**src/sv/lwsp_pkg.sv**
```systemverilog
package lwsp_pkg;

  // action codes carried in the input word
  typedef enum logic [1:0] {
    ACT_INIT    = 2'd0,
    ACT_TICKETS = 2'd1,
    ACT_FLAG    = 2'd2,
    ACT_DRAW    = 2'd3
  } action_t;

  // status codes returned in the result word
  typedef enum logic [1:0] {
    ST_OK    = 2'd0,
    ST_ZERO  = 2'd1,
    ST_EMPTY = 2'd2,
    ST_RANGE = 2'd3
  } status_t;

  // reported ticket total saturates here
  localparam logic [21:0] TOTAL_MAX = 22'h3FFFFF;

  // initial ticket count after reset
  localparam logic [15:0] INIT_TICKETS_RST = 16'd10;

  typedef struct packed {
    logic [1:0]  action;
    logic [5:0]  slot;
    logic [15:0] ticket_value;
    logic        runnable;
    logic [21:0] draw;
  } in_word_t;

  typedef struct packed {
    logic [5:0]  winner_slot;
    logic        winner_valid;
    logic [21:0] ticket_total;
    logic [1:0]  status;
  } res_word_t;

  // controller to datapath
  typedef struct packed {
    logic clear;
    logic load;
    logic read_slot;
    logic commit;
    logic check;
    logic walk;
  } cmd_t;

  // datapath to controller
  typedef struct packed {
    logic clear_done;
    logic start_draw;
    logic draw_bad;
    logic hit;
  } sts_t;

endpackage

```
**src/sv/lwsp_ram.sv**
```systemverilog
module lwsp_ram #(
  parameter int WIDTH = 8,
  parameter int DEPTH = 16
) (
  input  logic                     clk,
  input  logic                     we,
  input  logic [$clog2(DEPTH)-1:0] waddr,
  input  logic [WIDTH-1:0]         wdata,
  input  logic [$clog2(DEPTH)-1:0] raddr,
  output logic [WIDTH-1:0]         rdata
);

  logic [WIDTH-1:0] mem [DEPTH];

  // one write port, one registered read port
  always_ff @(posedge clk) begin
    if (we) begin
      mem[waddr] <= wdata;
    end
    rdata <= mem[raddr];
  end

endmodule

```
**src/sv/lwsp_ctrl.sv**
```systemverilog
module lwsp_ctrl (
  input  logic          clk,
  input  logic          rst,
  input  logic          start,
  output logic          busy,
  input  lwsp_pkg::sts_t sts,
  output lwsp_pkg::cmd_t cmd
);

  typedef enum logic [2:0] {
    S_CLEAR,
    S_IDLE,
    S_READ,
    S_COMMIT,
    S_CHECK,
    S_WALK
  } state_t;

  state_t state;

  // state register
  always_ff @(posedge clk) begin
    if (rst) begin
      state <= S_CLEAR;
    end else begin
      case (state)
        S_CLEAR: begin
          if (sts.clear_done) state <= S_IDLE;
        end
        S_IDLE: begin
          if (start) state <= sts.start_draw ? S_CHECK : S_READ;
        end
        S_READ:   state <= S_COMMIT;
        S_COMMIT: state <= S_IDLE;
        S_CHECK: begin
          state <= sts.draw_bad ? S_IDLE : S_WALK;
        end
        S_WALK: begin
          if (sts.hit) state <= S_IDLE;
        end
        default:  state <= S_IDLE;
      endcase
    end
  end

  // command decode
  assign busy          = (state != S_IDLE);
  assign cmd.clear     = (state == S_CLEAR);
  assign cmd.load      = (state == S_IDLE) && start;
  assign cmd.read_slot = (state == S_READ);
  assign cmd.commit    = (state == S_COMMIT);
  assign cmd.check     = (state == S_CHECK);
  assign cmd.walk      = (state == S_WALK);

  // checks
  a_rst_clear: assert property (@(posedge clk) rst |=> state == S_CLEAR)
    else $error("reset did not enter the clearing pass");
  a_read_commit: assert property (@(posedge clk) disable iff (rst)
    state == S_READ |=> state == S_COMMIT)
    else $error("read not followed by commit");
  a_accept: assert property (@(posedge clk) disable iff (rst)
    (state == S_IDLE && start) |=> (state == S_READ || state == S_CHECK))
    else $error("accepted word did not start work");

endmodule

```
**src/sv/lwsp_datapath.sv**
```systemverilog
module lwsp_datapath #(
  parameter int SLOTS       = 64,
  parameter int TICKET_BITS = 16
) (
  input  logic                clk,
  input  logic                rst,
  input  lwsp_pkg::in_word_t  item,
  input  logic                cfg_we,
  input  logic [15:0]         cfg_data,
  input  lwsp_pkg::cmd_t      cmd,
  output lwsp_pkg::sts_t      sts,
  output logic                done,
  output lwsp_pkg::res_word_t result
);

  localparam int AW   = $clog2(SLOTS);
  localparam int TOTW = TICKET_BITS + AW;
  localparam int EW   = TICKET_BITS + 1;
  localparam logic [TICKET_BITS-1:0] TMASK = '1;

  logic [15:0]            init_tickets;
  lwsp_pkg::in_word_t     item_q;
  logic [TOTW-1:0]        total;
  logic [TOTW-1:0]        total_next;
  logic [TOTW-1:0]        acc;
  logic [TOTW-1:0]        acc_next;
  logic [AW-1:0]          clr_idx;
  logic [AW-1:0]          walk_idx;
  logic [AW-1:0]          data_idx;
  logic                   data_vld;

  logic                   ram_we;
  logic [AW-1:0]          ram_waddr;
  logic [EW-1:0]          ram_wdata;
  logic [AW-1:0]          ram_raddr;
  logic [EW-1:0]          ram_rdata;

  logic                   old_run;
  logic [TICKET_BITS-1:0] old_tix;
  logic                   new_run;
  logic [TICKET_BITS-1:0] new_tix;
  logic                   upd;
  logic [1:0]             cmt_status;
  logic [AW-1:0]          slot_addr;
  logic                   in_table;
  logic                   too_wide;
  logic [TOTW-1:0]        old_contrib;
  logic [TOTW-1:0]        new_contrib;
  logic                   hit;
  logic                   draw_bad;
  logic [1:0]             draw_status;

  function automatic logic [21:0] sat_total(input logic [TOTW-1:0] t);
    if (64'(t) > 64'(lwsp_pkg::TOTAL_MAX)) begin
      return lwsp_pkg::TOTAL_MAX;
    end
    return 22'(t);
  endfunction

  // ticket count and runnable flag share one word per slot
  lwsp_ram #(
    .WIDTH (EW),
    .DEPTH (SLOTS)
  ) u_table (
    .clk   (clk),
    .we    (ram_we),
    .waddr (ram_waddr),
    .wdata (ram_wdata),
    .raddr (ram_raddr),
    .rdata (ram_rdata)
  );

  assign old_run   = ram_rdata[TICKET_BITS];
  assign old_tix   = ram_rdata[TICKET_BITS-1:0];
  assign slot_addr = AW'(item_q.slot);
  assign in_table  = (32'(item_q.slot) < 32'(SLOTS));
  assign too_wide  = ((item_q.ticket_value >> TICKET_BITS) != 16'd0);

  // new entry for the update actions
  always_comb begin
    new_run    = old_run;
    new_tix    = old_tix;
    upd        = 1'b0;
    cmt_status = lwsp_pkg::ST_OK;
    case (item_q.action)
      lwsp_pkg::ACT_INIT: begin
        new_tix = TICKET_BITS'(init_tickets);
        upd     = in_table;
      end
      lwsp_pkg::ACT_TICKETS: begin
        if (item_q.ticket_value == 16'd0) begin
          cmt_status = lwsp_pkg::ST_ZERO;
        end else begin
          new_tix = too_wide ? TMASK : TICKET_BITS'(item_q.ticket_value);
          upd     = in_table;
        end
      end
      lwsp_pkg::ACT_FLAG: begin
        new_run = item_q.runnable;
        upd     = in_table;
      end
      default: ;
    endcase
  end

  // running total kept up to date on every commit
  assign old_contrib = old_run ? TOTW'(old_tix) : '0;
  assign new_contrib = new_run ? TOTW'(new_tix) : '0;
  assign total_next  = upd ? (total - old_contrib + new_contrib) : total;

  // table port selection
  assign ram_we    = cmd.clear || (cmd.commit && upd);
  assign ram_waddr = cmd.clear ? clr_idx : slot_addr;
  assign ram_wdata = cmd.clear ? '0 : {new_run, new_tix};
  assign ram_raddr = cmd.read_slot ? slot_addr : walk_idx;

  // draw checks and walk step
  assign draw_bad    = (total == '0) || (64'(item_q.draw) >= 64'(total));
  assign draw_status = (total == '0) ? lwsp_pkg::ST_EMPTY : lwsp_pkg::ST_RANGE;
  assign acc_next    = acc + old_contrib;
  assign hit         = data_vld && old_run && (64'(acc_next) > 64'(item_q.draw));

  assign sts.clear_done = (clr_idx == AW'(SLOTS - 1));
  assign sts.start_draw = (item.action == lwsp_pkg::ACT_DRAW);
  assign sts.draw_bad   = draw_bad;
  assign sts.hit        = hit;

  // control state and result strobe
  always_ff @(posedge clk) begin
    if (rst) begin
      init_tickets <= lwsp_pkg::INIT_TICKETS_RST;
      total        <= '0;
      clr_idx      <= '0;
      data_vld     <= 1'b0;
      done         <= 1'b0;
    end else begin
      if (cfg_we) init_tickets <= cfg_data;
      if (cmd.clear) clr_idx <= clr_idx + AW'(1);
      if (cmd.commit) total <= total_next;
      if (cmd.load) begin
        data_vld <= 1'b0;
      end else if (cmd.check || cmd.walk) begin
        data_vld <= 1'b1;
      end
      done <= cmd.commit || (cmd.check && draw_bad) || (cmd.walk && hit);
    end
  end

  // item capture, walk pointers and result word
  always_ff @(posedge clk) begin
    if (cmd.load) begin
      item_q   <= item;
      walk_idx <= '0;
      acc      <= '0;
    end
    if (cmd.check || cmd.walk) begin
      if (walk_idx != AW'(SLOTS - 1)) walk_idx <= walk_idx + AW'(1);
      data_idx <= walk_idx;
    end
    if (cmd.walk && data_vld) acc <= acc_next;
    if (cmd.commit) begin
      result.winner_slot  <= 6'd0;
      result.winner_valid <= 1'b0;
      result.ticket_total <= sat_total(total_next);
      result.status       <= cmt_status;
    end
    if (cmd.check && draw_bad) begin
      result.winner_slot  <= 6'd0;
      result.winner_valid <= 1'b0;
      result.ticket_total <= sat_total(total);
      result.status       <= draw_status;
    end
    if (cmd.walk && hit) begin
      result.winner_slot  <= 6'(data_idx);
      result.winner_valid <= 1'b1;
      result.ticket_total <= sat_total(total);
      result.status       <= lwsp_pkg::ST_OK;
    end
  end

  // checks
  a_win_ok: assert property (@(posedge clk) disable iff (rst)
    (done && result.winner_valid) |-> result.status == lwsp_pkg::ST_OK)
    else $error("winner reported with a failure status");
  a_total_walk: assert property (@(posedge clk) disable iff (rst)
    (cmd.walk && $past(cmd.walk)) |-> $stable(total))
    else $error("ticket total moved during a draw walk");

endmodule

```
**src/sv/lottery_weighted_slot_picker_unit.sv**
```systemverilog
// update actions: entry read, then commit; no new word is taken before the commit
// draws: the draw is checked against the total, then the table is walked, one table
//   entry read per cycle from the single read port of the slot table
// reset: a clearing pass zeroes the table, busy stays high meanwhile
// the result is shown for one cycle only; the receiver cannot stall it
module lottery_weighted_slot_picker_unit #(
  parameter int SLOTS       = 64,
  parameter int TICKET_BITS = 16
) (
  input  logic                clk,
  input  logic                rst,
  input  logic                start,
  output logic                busy,
  input  lwsp_pkg::in_word_t  item,
  input  logic                cfg_we,
  input  logic [15:0]         cfg_data,
  output logic                done,
  output lwsp_pkg::res_word_t result
);

  lwsp_pkg::cmd_t cmd;
  lwsp_pkg::sts_t sts;

  // sequencer
  lwsp_ctrl u_ctrl (
    .clk   (clk),
    .rst   (rst),
    .start (start),
    .busy  (busy),
    .sts   (sts),
    .cmd   (cmd)
  );

  // table, running total and draw walk
  lwsp_datapath #(
    .SLOTS       (SLOTS),
    .TICKET_BITS (TICKET_BITS)
  ) u_datapath (
    .clk      (clk),
    .rst      (rst),
    .item     (item),
    .cfg_we   (cfg_we),
    .cfg_data (cfg_data),
    .cmd      (cmd),
    .sts      (sts),
    .done     (done),
    .result   (result)
  );

endmodule

```
**config.mk**
```make
export PLATFORM = sky130hd
export DESIGN_NAME = lottery_weighted_slot_picker_unit
export DESIGN_NICKNAME = d
export VERILOG_FILES = /design/src/sv/lwsp_pkg.sv /design/src/sv/lwsp_ram.sv /design/src/sv/lwsp_ctrl.sv /design/src/sv/lwsp_datapath.sv /design/src/sv/lottery_weighted_slot_picker_unit.sv
export SDC_FILE = /design/constraint.sdc
export NUM_CORES = 2
export LEC_CHECK = 0
export ABC_AREA = 0
export BUFFER_PORTS_ARGS = -buffer_cell sky130_fd_sc_hd__buf_2
export CAP_MARGIN = 25
export CORE_UTILIZATION = 59
export DETAILED_ROUTE_END_ITERATION = 6
export MAX_ROUTING_LAYER = met4
export PLACE_DENSITY_LB_ADDON = 0.12
export SLEW_MARGIN = 20
export SYNTH_ARGS = -nofsm -noshare
export SYNTH_HDL_FRONTEND = slang
export SYNTH_SLANG_ARGS = --single-unit
```
**constraint.sdc**
```tcl
create_clock -name clk -period 8.6 [get_ports clk]
set_clock_uncertainty 0.2 [all_clocks]
set_input_delay 0.43 -clock clk [delete_from_list [all_inputs] [get_ports clk]]
set_output_delay 0.43 -clock clk [all_outputs]
set_load 0.05 [all_outputs]
```
==> impl_metrics.tcl <==
set metrics [dict create \
    drtIter0Drc 2838 \
    period_minus_slack_ps 6410 \
    place_area_um2 54360 \
    report.final.slew_viol_count 0 \
    die_h_um 298.7 \
    synth_area_leaders "edfxtp_1 69%, mux4_2 12%, mux2i_1 3.2%, dfxtp_1 2.9%, ha_1 2.1%" \
    syn_nets 3023 \
    dieArea_um2 89230 \
    viasPerCell 6.331 \
    grtUsageTotal_pct 30.31 \
    overflow 0 \
    finalNetCount 3293 \
    grt_pass1_wl_mm 188.2 \
    pre_cts_slack_ps 1632 \
    yosysUniqueCellTypes 61 \
    synth_edf_count 1191 \
    synth_fa_ha_area_share_pct 2.751 \
    yosys.area.top_type "edfxtp_1" \
    synth.most_common_cell "edfxtp_1" \
    syn_inst 2852 \
    vias 27740 \
    cts_buffer_depth 3 \
    wl_per_cell_um 29.52 \
    die_w_um 298.7 \
    power_leakage_nw 20.23 \
    rsz0062_at_grt "no" \
    clock_sinks 1266 \
    fin_area_um2 59030 \
    detail_route.first_pass.iterations 6 \
    start_util_pct 59.69 \
    cp-start-kind "register" \
    ctsRootBufferMaster "clkbuf_16" \
    cts_tree "yes" \
    tns_ps 0 \
    clk-insertion-delay-late_ps 720 \
    setup_ws_ps 2190 \
    synth_top_family_by_area "multiplexers" \
    antenna_found_initial 13 \
    synth-simple-area-share_pct 4.341 \
    io_buffer_count 99 \
    status "finished, final reports clean" \
    dp_cells 4087 \
    fmax_ghz 0.1560 \
    async_flop_share_pct 0 \
    drv_cap 0 \
    ys_warn_count 0 \
    cts_max_level 3 \
    synth_compound_area_share_pct 3.582 \
    timing.final.crit_share_pct 74.53 \
    powerDensity_nw_per_um2 292.5 \
    synth_xor_area_share_pct 0.6576 \
    hold_viol_final 0 \
    instances_no_fill 4381 \
    areaGrowthSynthToFinish_pct 13.65 \
    yosys-top-cells-count "1191 x edfxtp_1, 272 x mux4_2, 167 x mux2i_1, 154 x nor2_1, 119 x nand2_1" \
    yosys_register_bits 1266 \
    dp_hpwl_mm 81.22 \
    ios 100 \
    cts_inserted_buffers 121 \
    end_kind "register" \
    drtAntennaViolNets 0 \
    coreArea_um2 87020 \
    utilization_pct 67.83 \
    grt_max_degree 111 \
    relSlewSlack_pct 29.32 \
    place_congestion 0.9627 \
    path_max_fanout 19 \
    netlist_area_um2 51940 \
    routed_wirelength_mm 129.3 \
    ys.flop_type "edfxtp_1" \
    grt_pass1_vias 27850 \
    setup_viol_count_final 0 \
    drc_errors 0 \
    holdCritPathClass "input pin to register" \
    drive_above_1_share_pct 21.83 \
    ir_drop_mv 0.2652 \
    yosysSeqAreaShare_pct 71.75 \
    tightest_slew_ps 1060 \
    synth.top_cell.area_share_pct 68.86 \
    path_clk_slew_ps 70 \
    rows 108 \
    required_ps 8860 \
    worstPathArrival_ps 6660 \
    muxShareOfSynthArea_pct 15.14 \
    path_class "register to register" \
    avgSynthCellArea_um2 18.21 \
]
## power by group
group / total, mW / switching, mW / internal (mW)
combinational: 4.82 / 2.79 / 2.03
clock: 5.33 / 2.26 / 3.07
sequential: 7.11 / 0.107 / 7.01
total: 17.3 / 5.16 / 12.1
## placed cells by master, fill, tap and decap left out, types with 53 or more instances in the layout
master	instances
buf_2	99
buf_4	96
nand2_1	119
o22ai_1	68
nor2_1	135
clkbuf_16	121
mux2i_1	166
inv_1	105
o21ai_0	53
a21oi_1	80
ha_1	87
edfxtp_1	1191
dfxtp_1	75
dlygate4sd3_1	64
mux4_2	272
## per-layer routing
metal | part of all wire, % | vias to the layer above | wire length [um] | track usage [%]
li1 | - | 11920 | - | -
met1 | 41 | 14500 | 53420 | 41.68
met2 | 49 | 1095 | 63060 | 47.48
met3 | 6.6 | 226 | 8518 | 4.507
met4 | 3.3 | 0 | 4309 | 9.548
met5 | 0 | - | 0 | -
## worst paths after layout
kind                                 from  slack (ps)                         end  cells after the start
min reg2reg          u_datapath.total[20]         270        u_datapath.total[20]                      2
min                                cfg_we          90  u_datapath.init_tickets[6]                      3
max          u_datapath.u_table.rdata[16]        2190       u_datapath.result[23]                     24
max reg2reg  u_datapath.u_table.rdata[16]        2190       u_datapath.result[23]                     24
## flip-flops by register name, indices dropped and copies added, names as in the netlist
name	count
u_datapath.u_table.rdata	17
u_datapath.total	22
u_datapath.data_idx	6
u_datapath.walk_idx	6
u_datapath.u_table.mem	1088
u_datapath.init_tickets	16
u_datapath.result	31
u_datapath.data_vld	1
u_datapath.done	1
u_datapath.acc	22
u_datapath.item_q	41
u_ctrl.state	3
u_datapath.slot_addr	6
u_datapath.clr_idx	6
## timing repair
action,in CTS,in global routing
endpoints found under the hold margin,65,0
buffers inserted,0,0
gates resized for setup,0,0
hold buffers,64,0
## cells by family (layout without fill, tap and decap cells)
logic type	count (synthesis)	after routing
AO/OA/AOI/OAI	301	301
other	0	5
buffers and inverters	226	595
adder cells (fa/ha/maj)	104	104
multiplexers	445	445
XOR/XNOR	39	39
AND/OR/NAND/NOR	471	471
flip-flops	1266	1266
## area by class of cell
cell class	instances	area (um^2)
tap	1155	1445
sequential	1266	37270
clock buffer	147	3126
fill	5716	27990
inverter	106	399.1
multi-input combinational	1360	13940
antenna	5	12.51
clock inverter	75	862.1
timing repair buffer	267	1981
## worst max-delay path: stages (launching register included)
cell and delay, ps:
dfxtp_1 670, and2_1 250, ha_1 180, inv_1 60, fa_1 430, nor2b_1 120
o21ai_0 110, a21boi_0 360, nor2_1 130, o211ai_1 330, a41oi_1 290, o21ai_0 310
nand2_1 100, ha_1 300, and3_1 180, nand3_1 130, o31ai_1 350, or3_1 160
o22ai_1 60, buf_4 200, nor2_1 90, buf_4 220, and2_0 330, buf_6 220
mux2_2 350
## stage by stage
step / total power, mW / hold WS, ps
floorplan: 10.57 / 206.4
detailed placement: 12.03 / 251.8
finish: 17.27 / 89.77
global placement: 11.96 / 248.7
global route: 17.89 / 84.50
CTS: 17.35 / 44.75
Note: power is estimated with default switching activity, not from simulation.
